$ cat src/hdl/ffra_pkg.sv
// Shared types and constants for the first-fit region allocator.
// No dependencies.
`default_nettype none
package ffra_pkg;
    localparam int unsigned MaxBlocksDefault = 64;
    localparam int unsigned AlignBytesDefault = 8;
    localparam int unsigned SzW = 17;
    localparam int unsigned AddrW = 32;
    localparam int unsigned CfgIdxW = 1;
    localparam logic [SzW-1:0] RegionLimit = 17'h10000;

    typedef enum logic [1:0] {
        K_ALLOC = 2'd0,
        K_FREE  = 2'd1,
        K_QUERY = 2'd2,
        K_NONE  = 2'd3
    } t_kind;

    localparam logic [CfgIdxW-1:0] CFG_REGION = 1'b0;
    localparam logic [CfgIdxW-1:0] CFG_BASE   = 1'b1;

    typedef struct packed {
        logic [1:0]       kind;
        logic [SzW-1:0]   request_bytes;
        logic [AddrW-1:0] block_address;
    } t_req;

    typedef struct packed {
        logic [AddrW-1:0] result_address;
        logic             ok;
        logic [SzW-1:0]   block_bytes;
        logic [SzW-1:0]   used_total;
    } t_rsp;
endpackage
`default_nettype wire

$ cat src/hdl/ffra_if.sv
// Valid/ready channel interfaces for requests and responses.
// Depends on ffra_pkg.
`default_nettype none
interface ffra_req_if;
    logic valid;
    logic ready;
    ffra_pkg::t_req payload;
    modport source (output valid, output payload, input ready);
    modport sink (input valid, input payload, output ready);
endinterface

interface ffra_rsp_if;
    logic valid;
    logic ready;
    ffra_pkg::t_rsp payload;
    modport source (output valid, output payload, input ready);
    modport sink (input valid, input payload, output ready);
endinterface
`default_nettype wire

$ cat src/hdl/first_fit_region_allocator.sv
// Top level of the first-fit region allocator: sequencer around the table.
// Depends on ffra_pkg, ffra_if and ffra_table.
// The table walk and the shift of entries step through the table one entry at a
// time, using its registered read port and its separate write port.
// One item at a time; the next request transfer may be taken while a result
// waits in the output register. Reset is synchronous; it empties the table,
// clears used bytes and sets the region to 65536 bytes at base zero.
`default_nettype none
module first_fit_region_allocator #(
    parameter int unsigned MAX_BLOCKS = ffra_pkg::MaxBlocksDefault,
    parameter int unsigned ALIGN_BYTES = ffra_pkg::AlignBytesDefault
) (
    input  wire logic                          i_clk,
    input  wire logic                          i_rst_n,
    input  wire logic                          i_cfg_we,
    input  wire logic [ffra_pkg::CfgIdxW-1:0]  i_cfg_index,
    input  wire logic [ffra_pkg::AddrW-1:0]    i_cfg_data,
    ffra_req_if.sink                           i_req,
    ffra_rsp_if.source                         o_rsp
);
    import ffra_pkg::*;
    localparam int unsigned IW = $clog2(MAX_BLOCKS);
    localparam int unsigned CW = $clog2(MAX_BLOCKS + 1);
    localparam logic [CW-1:0] CMax = CW'(MAX_BLOCKS);
    localparam logic [SzW:0] AlignM1 = (SzW+1)'(ALIGN_BYTES - 1);
    localparam logic [SzW:0] AlignK = (SzW+1)'(ALIGN_BYTES);
    localparam int unsigned RcpSh = 25;
    localparam longint unsigned AlignRcpL =
        ((64'd1 << RcpSh) + 64'(ALIGN_BYTES) - 64'd1) / 64'(ALIGN_BYTES);
    localparam logic [RcpSh:0] AlignRcp = (RcpSh+1)'(AlignRcpL);

    typedef enum logic [3:0] {
        S_IDLE, S_RD, S_CHK, S_SHRD, S_SHWR, S_INS, S_DLRD, S_DLWR, S_OUT
    } t_state;

    t_state r_state;
    logic [SzW-1:0] r_region, r_used;
    logic [AddrW-1:0] r_base;
    logic [CW-1:0] r_count, r_i, r_pos;
    t_req r_req;
    logic [SzW:0] r_need, r_last;
    logic [AddrW-1:0] r_off;
    logic r_full;
    t_rsp r_rsp;
    t_rsp r_out;
    logic r_ovalid;

    logic tw_we;
    logic [IW-1:0] tw_addr, tr_addr;
    logic [2*SzW-1:0] tw_data, tr_data;

    // Rounds down to a multiple of the alignment by reciprocal multiplication.
    function automatic logic [SzW:0] align_down(input logic [SzW:0] x);
        logic [SzW+RcpSh+1:0] prod;
        logic [SzW:0] quo;
        logic [2*SzW+1:0] back;
        prod = {{(RcpSh+1){1'b0}}, x} * {{(SzW+1){1'b0}}, AlignRcp};
        quo = prod[SzW+RcpSh:RcpSh];
        back = {{(SzW+1){1'b0}}, quo} * {{(SzW+1){1'b0}}, AlignK};
        return back[SzW:0];
    endfunction

    ffra_table #(.MAX_BLOCKS(MAX_BLOCKS)) u_table (
        .i_clk(i_clk), .i_we(tw_we), .i_waddr(tw_addr), .i_wdata(tw_data),
        .i_raddr(tr_addr), .o_rdata(tr_data)
    );

    logic [SzW:0] e_start, e_size, e_end, reg_use;
    assign e_start = {1'b0, tr_data[2*SzW-1:SzW]};
    assign e_size  = {1'b0, tr_data[SzW-1:0]};
    assign e_end   = e_start + e_size;
    always_comb begin
        logic [SzW:0] r;
        r = (r_region > RegionLimit) ? {1'b0, RegionLimit} : {1'b0, r_region};
        reg_use = align_down(r);
    end

    assign i_req.ready = (r_state == S_IDLE);
    assign o_rsp.valid = r_ovalid;
    assign o_rsp.payload = r_out;

    always_comb begin
        tw_we = 1'b0;
        tw_addr = r_i[IW-1:0];
        tw_data = tr_data;
        tr_addr = r_i[IW-1:0];
        case (r_state)
            S_SHRD: tr_addr = IW'(r_i - 1'b1);
            S_SHWR: tw_we = 1'b1;
            S_INS: begin
                tw_we = 1'b1;
                tw_addr = r_pos[IW-1:0];
                tw_data = {r_last[SzW-1:0], r_need[SzW-1:0]};
            end
            S_DLRD: tr_addr = IW'(r_i + 1'b1);
            S_DLWR: tw_we = 1'b1;
            default: ;
        endcase
    end

    always_ff @(posedge i_clk) begin
        if (!i_rst_n) begin
            r_state <= S_IDLE;
            r_region <= RegionLimit;
            r_base <= '0;
            r_count <= '0;
            r_used <= '0;
            r_ovalid <= 1'b0;
        end else begin
            if (i_cfg_we) begin
                case (i_cfg_index)
                    CFG_REGION: r_region <= i_cfg_data[SzW-1:0];
                    CFG_BASE: r_base <= i_cfg_data;
                    default: ;
                endcase
            end
            if (r_ovalid && o_rsp.ready && r_state != S_OUT) begin
                r_ovalid <= 1'b0;
            end
            case (r_state)
                S_IDLE: begin
                    if (i_req.valid && i_req.ready) begin
                        r_req <= i_req.payload;
                        r_need <= align_down({1'b0, i_req.payload.request_bytes}
                                             + AlignM1);
                        r_off <= i_req.payload.block_address - r_base;
                        r_last <= '0;
                        r_i <= '0;
                        r_rsp <= '0;
                        r_full <= (r_count >= CMax);
                        r_state <= (r_count == 0) ? S_CHK : S_RD;
                    end
                end
                S_RD: r_state <= S_CHK;
                S_CHK: begin
                    if (r_req.kind == K_ALLOC) begin
                        if (r_i == r_count || (e_start >= r_last
                                && e_start - r_last >= r_need)) begin
                            r_pos <= r_i;
                            if (r_need == 0 || r_full || r_last > reg_use
                                    || reg_use - r_last < r_need) begin
                                r_state <= S_OUT;
                            end else begin
                                r_i <= r_count;
                                r_state <= (r_count == r_i) ? S_INS : S_SHRD;
                            end
                        end else begin
                            r_last <= e_end;
                            r_i <= r_i + 1'b1;
                            r_state <= (r_i + 1'b1 == r_count) ? S_CHK : S_RD;
                        end
                    end else if (r_req.kind == K_FREE || r_req.kind == K_QUERY) begin
                        if (r_i == r_count) begin
                            r_state <= S_OUT;
                        end else if (r_off[AddrW-1:SzW] == 0
                                && e_start[SzW-1:0] == r_off[SzW-1:0]) begin
                            r_rsp.ok <= 1'b1;
                            r_rsp.block_bytes <= e_size[SzW-1:0];
                            if (r_req.kind == K_FREE) begin
                                r_used <= (r_used >= e_size[SzW-1:0])
                                          ? r_used - e_size[SzW-1:0] : '0;
                                r_count <= r_count - 1'b1;
                                r_state <= (r_i + 1'b1 >= r_count) ? S_OUT : S_DLRD;
                            end else begin
                                r_state <= S_OUT;
                            end
                        end else begin
                            r_i <= r_i + 1'b1;
                            r_state <= (r_i + 1'b1 == r_count) ? S_CHK : S_RD;
                        end
                    end else begin
                        r_state <= S_OUT;
                    end
                end
                S_SHRD: r_state <= S_SHWR;
                S_SHWR: begin
                    r_i <= r_i - 1'b1;
                    r_state <= (r_i - 1'b1 == r_pos) ? S_INS : S_SHRD;
                end
                S_INS: begin
                    r_count <= r_count + 1'b1;
                    r_used <= ({1'b0, r_used} + r_need > {1'b0, RegionLimit})
                              ? RegionLimit : SzW'({1'b0, r_used} + r_need);
                    r_rsp.ok <= 1'b1;
                    r_rsp.block_bytes <= r_need[SzW-1:0];
                    r_rsp.result_address <= r_base + AddrW'(r_last);
                    r_state <= S_OUT;
                end
                S_DLRD: r_state <= S_DLWR;
                S_DLWR: begin
                    r_i <= r_i + 1'b1;
                    r_state <= (r_i + 1'b1 >= r_count) ? S_OUT : S_DLRD;
                end
                S_OUT: begin
                    if (!r_ovalid || o_rsp.ready) begin
                        r_out <= {r_rsp.result_address, r_rsp.ok,
                                  r_rsp.block_bytes, r_used};
                        r_ovalid <= 1'b1;
                        r_state <= S_IDLE;
                    end
                end
                default: r_state <= S_IDLE;
            endcase
        end
    end
endmodule
`default_nettype wire

$ cat src/hdl/ffra_table.sv
// Block table memory: one synchronous entry store of start and size pairs.
// Depends on ffra_pkg.
`default_nettype none
module ffra_table #(
    parameter int unsigned MAX_BLOCKS = ffra_pkg::MaxBlocksDefault,
    localparam int unsigned IW = $clog2(MAX_BLOCKS)
) (
    input  wire logic                     i_clk,
    input  wire logic                     i_we,
    input  wire logic [IW-1:0]            i_waddr,
    input  wire logic [2*ffra_pkg::SzW-1:0] i_wdata,
    input  wire logic [IW-1:0]            i_raddr,
    output logic [2*ffra_pkg::SzW-1:0]    o_rdata
);
    import ffra_pkg::*;
    logic [2*SzW-1:0] mem [MAX_BLOCKS];

    always_ff @(posedge i_clk) begin
        if (i_we) begin
            mem[i_waddr] <= i_wdata;
        end
        o_rdata <= mem[i_raddr];
    end
endmodule
`default_nettype wire
$ cat src/flat_wrapper.sv
// flat-port wrapper written by rule: the top's interface ports become plain ports
module first_fit_region_allocator_flat import ffra_pkg::*;
#(
    parameter int unsigned MAX_BLOCKS = ffra_pkg::MaxBlocksDefault,
    parameter int unsigned ALIGN_BYTES = ffra_pkg::AlignBytesDefault
)
  (i_clk, i_rst_n, i_cfg_we, i_cfg_index, i_cfg_data, i_req_valid, i_req_payload, i_req_ready, o_rsp_valid, o_rsp_payload, o_rsp_ready);
  ffra_req_if i_req_i ();
  ffra_rsp_if o_rsp_i ();
  input  wire logic i_clk;
  input  wire logic i_rst_n;
  input  wire logic i_cfg_we;
  input  wire logic [ffra_pkg::CfgIdxW-1:0] i_cfg_index;
  input  wire logic [ffra_pkg::AddrW-1:0] i_cfg_data;
  input wire logic [$bits(i_req_i.valid)-1:0] i_req_valid;
  input wire logic [$bits(i_req_i.payload)-1:0] i_req_payload;
  output wire logic [$bits(i_req_i.ready)-1:0] i_req_ready;
  output wire logic [$bits(o_rsp_i.valid)-1:0] o_rsp_valid;
  output wire logic [$bits(o_rsp_i.payload)-1:0] o_rsp_payload;
  input wire logic [$bits(o_rsp_i.ready)-1:0] o_rsp_ready;
  assign i_req_i.valid = i_req_valid;
  assign i_req_i.payload = i_req_payload;
  assign i_req_ready = i_req_i.ready;
  assign o_rsp_valid = o_rsp_i.valid;
  assign o_rsp_payload = o_rsp_i.payload;
  assign o_rsp_i.ready = o_rsp_ready;
  first_fit_region_allocator #(.MAX_BLOCKS(MAX_BLOCKS), .ALIGN_BYTES(ALIGN_BYTES)) u_core (.i_clk(i_clk), .i_rst_n(i_rst_n), .i_cfg_we(i_cfg_we), .i_cfg_index(i_cfg_index), .i_cfg_data(i_cfg_data), .i_req(i_req_i), .o_rsp(o_rsp_i));
endmodule
$ cat config.mk
export PLATFORM = sky130hd
export DESIGN_NAME = first_fit_region_allocator_flat
export DESIGN_NICKNAME = d
export VERILOG_FILES = /design/src/hdl/ffra_pkg.sv /design/src/hdl/ffra_if.sv /design/src/hdl/first_fit_region_allocator.sv /design/src/hdl/ffra_table.sv /design/src/flat_wrapper.sv
export SDC_FILE = /design/constraint.sdc
export NUM_CORES = 2
export LEC_CHECK = 0
export CAP_MARGIN = 20
export CORE_MARGIN = 2
export CORE_UTILIZATION = 40
export DETAILED_ROUTE_END_ITERATION = 10
export DONT_BUFFER_PORTS = 1
export GPL_ROUTABILITY_DRIVEN = 0
export SLEW_MARGIN = 20
export SYNTH_ARGS = -nofsm -noshare
export SYNTH_HDL_FRONTEND = slang
export SYNTH_SLANG_ARGS = --single-unit
$ cat constraint.sdc
create_clock -name i_clk -period 5.5 [get_ports i_clk]
set_input_delay 0.825 -clock i_clk [delete_from_list [all_inputs] [get_ports i_clk]]
set_output_delay 0.825 -clock i_clk [all_outputs]
set_load 0.01 [all_outputs]
==> out/metrics.csv <==
metric,value,unit
outcome,finished clean,
core_area,256000,sq um
antenna_found_initial,17,
via_per_inst,5.79,
grt_util_all_layers,21.2,%
grt_pass1_vias,55532,
rsz0062_at_grt,no,
period_share,90.2,%
tns,0,ns
fmax,202,MHz
die-width,512,microns
start_kind,flop,
vias,55235,
fin_util,46.2,%
synthesis.nets,5910,
synth_cells,5641,
grt_pass1_wl,402000,microns
finClkSkew,0.0632,ns
routed_wl,281000,microns
drive_above_1_share,24.0,%
syn-cell-area,103000,sq um
stdcell_area,118000,sq um
pwr-share-comb,22.4,%
hold_viol,0,
drtIter0Drc,6685,
p_int,38.2,mW
synth_edf_count,2375,
synth_seq_area_share,71.4,%
drc,0,
post_cts_buffers,0,
cts_sinks,2487,
die_h,512,microns
seq_power_share,44.6,%
drv_cap,0,
ctsLongestPathBuffers,4,
critPathMaxFanout,18,
switching_power,15.9,mW
p_sw_share,29.4,%
hpwl,173000,microns
clock_latency,0.94,ns
avgSynthCellArea,18.3,sq um
fin_nets,6221,
wl_per_cell,29.4,microns
grt_max_degree,78,
power.leakage,38.7,nW
peakVddDrop,0.366,mV
ios,158,
worst_pin_slew,1.20,ns
row_count,186,
required,6.10,ns
critPathKind,reg2reg,
yosysUniqueCellTypes,98,
final_antenna_net_count,0,
synthArstFlopShare,0,%
syn2layout_area_growth,15.0,%
p_clk_share,33.0,%
period_minus_slack,4.96,ns
start_util,40.2,%
drv_slew,0,
crit_path_end_kind,flop,
cts.htree.levels,5,
setup_violations,0,
yosysWarnings,0,
port_buffers,0,
synth_ff_type,edfxtp_1,
placed_cell_area,110000,sq um
power.density,457,nW/um^2
maxSlewHeadroom,19.9,%
overflow,0,
cts_tree,built,
yosys_register_bits,2487,
hold_class,in2reg,
dr.pass1.iters,9,
die-area,262000,sq um
clkSlewWorstSetupHoldPaths,0.07,ns
cts_buffers,277,
root_buffer,clkbuf_16,
cp.arrival,5.56,ns
==> kinds of logic after synthesis <==
| kind of cell | synth area share, % |
|---|---|
| flip-flops | 71.4 |
| adder cells (fa/ha/maj) | 2.23 |
| XOR/XNOR | 1.41 |
| AO/OA/AOI/OAI | 4.39 |
| multiplexers | 14.9 |
| AND/OR/NAND/NOR | 4.14 |
| buffers and inverters | 1.59 |
==> sequential cells by signal (all words and copies together), names as in the netlist, 15 cells and up <==
name and flops:
u_core.r_off 32, u_core.r_need 15, u_core.r_last 18, u_core.r_base 32, u_core.u_table.o_rdata 34, u_core.r_region 17, u_core.r_rsp 50, u_core.r_used 17
u_core.o_rsp.payload 67, u_core.u_table.mem 2176
==> metrics by stage <==
stage / setup slack (ns) / hold WS (ns) / cells / power, mW
after floorplan: 0.525 / 0.400 / 5641 / 31.5
after global placement: 0.596 / 0.404 / 9036 / 36.1
after detailed placement: 0.497 / 0.405 / 9037 / 36.4
after CTS: 0.529 / 0.000483 / 9522 / 54.2
after global routing: 0.0427 / 0.0289 / 9533 / 55.9
final: 0.540 / 0.0702 / 9539 / 54.2
==> final timing paths <==
kind	start	end	slack, ns	depth (start not counted)
min reg2reg	u_core.r_rsp[41]	u_core.o_rsp.payload[41]	0.42	0
max	u_core.r_last[1]	u_core.r_last[9]	0.54	21
max reg2reg	u_core.r_last[1]	u_core.r_last[9]	0.54	21
min	i_cfg_data[27]	u_core.r_base[27]	0.07	2
==> layer usage <==
metal	GRT usage, %	wire [microns]
met4	7.48	9800
met1	29.1	117000
met2	33.6	132000
met5	0	26
met3	4.20	22700
==> cells in the mapped netlist (16+ instances only) <==
cell type	instances	area [sq um]
a21boi_0	56	420
a21o_1	48	360
a21oi_1	114	571
and3_1	25	156
buf_1	28	105
buf_2	64	320
clkbuf_1	159	597
dfxtp_1	112	2240
edfxtp_1	2375	71300
ha_1	174	2180
inv_1	139	522
mux2_2	136	1530
mux2i_1	149	1490
mux4_2	544	12300
nand2_1	387	1450
nand3_1	42	210
nand4_1	61	382
nor2_1	205	769
nor2b_1	33	206
nor3_1	50	250
nor4_1	17	106
o211ai_1	155	1160
o21a_1	21	158
o21ai_0	100	500
o22ai_1	16	100
xnor2_1	92	806
xor2_1	63	552
==> critical path, stage by stage (launching register included) <==
cell,delay (ns)
edfxtp_1,0.45
inv_1,0.25
ha_1,0.31
nor2b_1,0.15
o21bai_1,0.17
a21oi_1,0.10
nand4bb_1,0.25
a31oi_1,0.29
o21bai_1,0.13
a21oi_1,0.23
xnor2_1,0.16
ha_1,0.27
and3_1,0.15
o21ai_0,0.22
nor2_1,0.08
a311oi_1,0.31
nand2_1,0.14
a21oi_1,0.26
buf_4,0.20
o211ai_1,0.10
a21oi_2,0.22
buf_12,0.19
==> power by group through the flow <==
stage	clock network, mW	registers (mW)	logic (mW)
final	17.9	24.2	12.2
after global routing	18.9	24.1	12.9
after CTS	18.2	24.1	11.9
after detailed placement	0	24.5	11.9
after global placement	0	24.5	11.6
after floorplan	0	24.6	6.89
==> placed cells by master (no fill, tap or decap), types with 61 or more instances in the layout <==
cell type | netlist | final
edfxtp_1 | 2375 | 2375
mux4_2 | 544 | 544
nand2_1 | 387 | 386
clkbuf_16 | 0 | 285
buf_4 | 5 | 243
ha_1 | 174 | 174
o211ai_1 | 155 | 155
mux2i_1 | 149 | 149
inv_1 | 139 | 138
mux2_2 | 136 | 136
nor2_1 | 205 | 135
a21oi_1 | 114 | 112
dfxtp_1 | 112 | 112
xnor2_1 | 92 | 90
nor2_4 | 1 | 72
o21ai_0 | 100 | 69
xor2_1 | 63 | 63
clkbuf_1 | 159 | 62
nand4_1 | 61 | 61
==> cell type report <==
class                      count  area (sq um)
tap                         3384          4230
antenna                        7          17.5
clock inverter               121          1150
fill                       21452        138000
clock buffer                 354          7460
sequential                  2487         73600
timing repair buffer         292          2750
inverter                     141           534
multi-input combinational   2753         28800
==> timing repair <==
item	in CTS	in global routing
hold endpoints to repair	34	0
hold buffers	10	0
gates resized for setup	0	1
setup endpoints to repair	0	7
(Power assumes the default switching activity.)
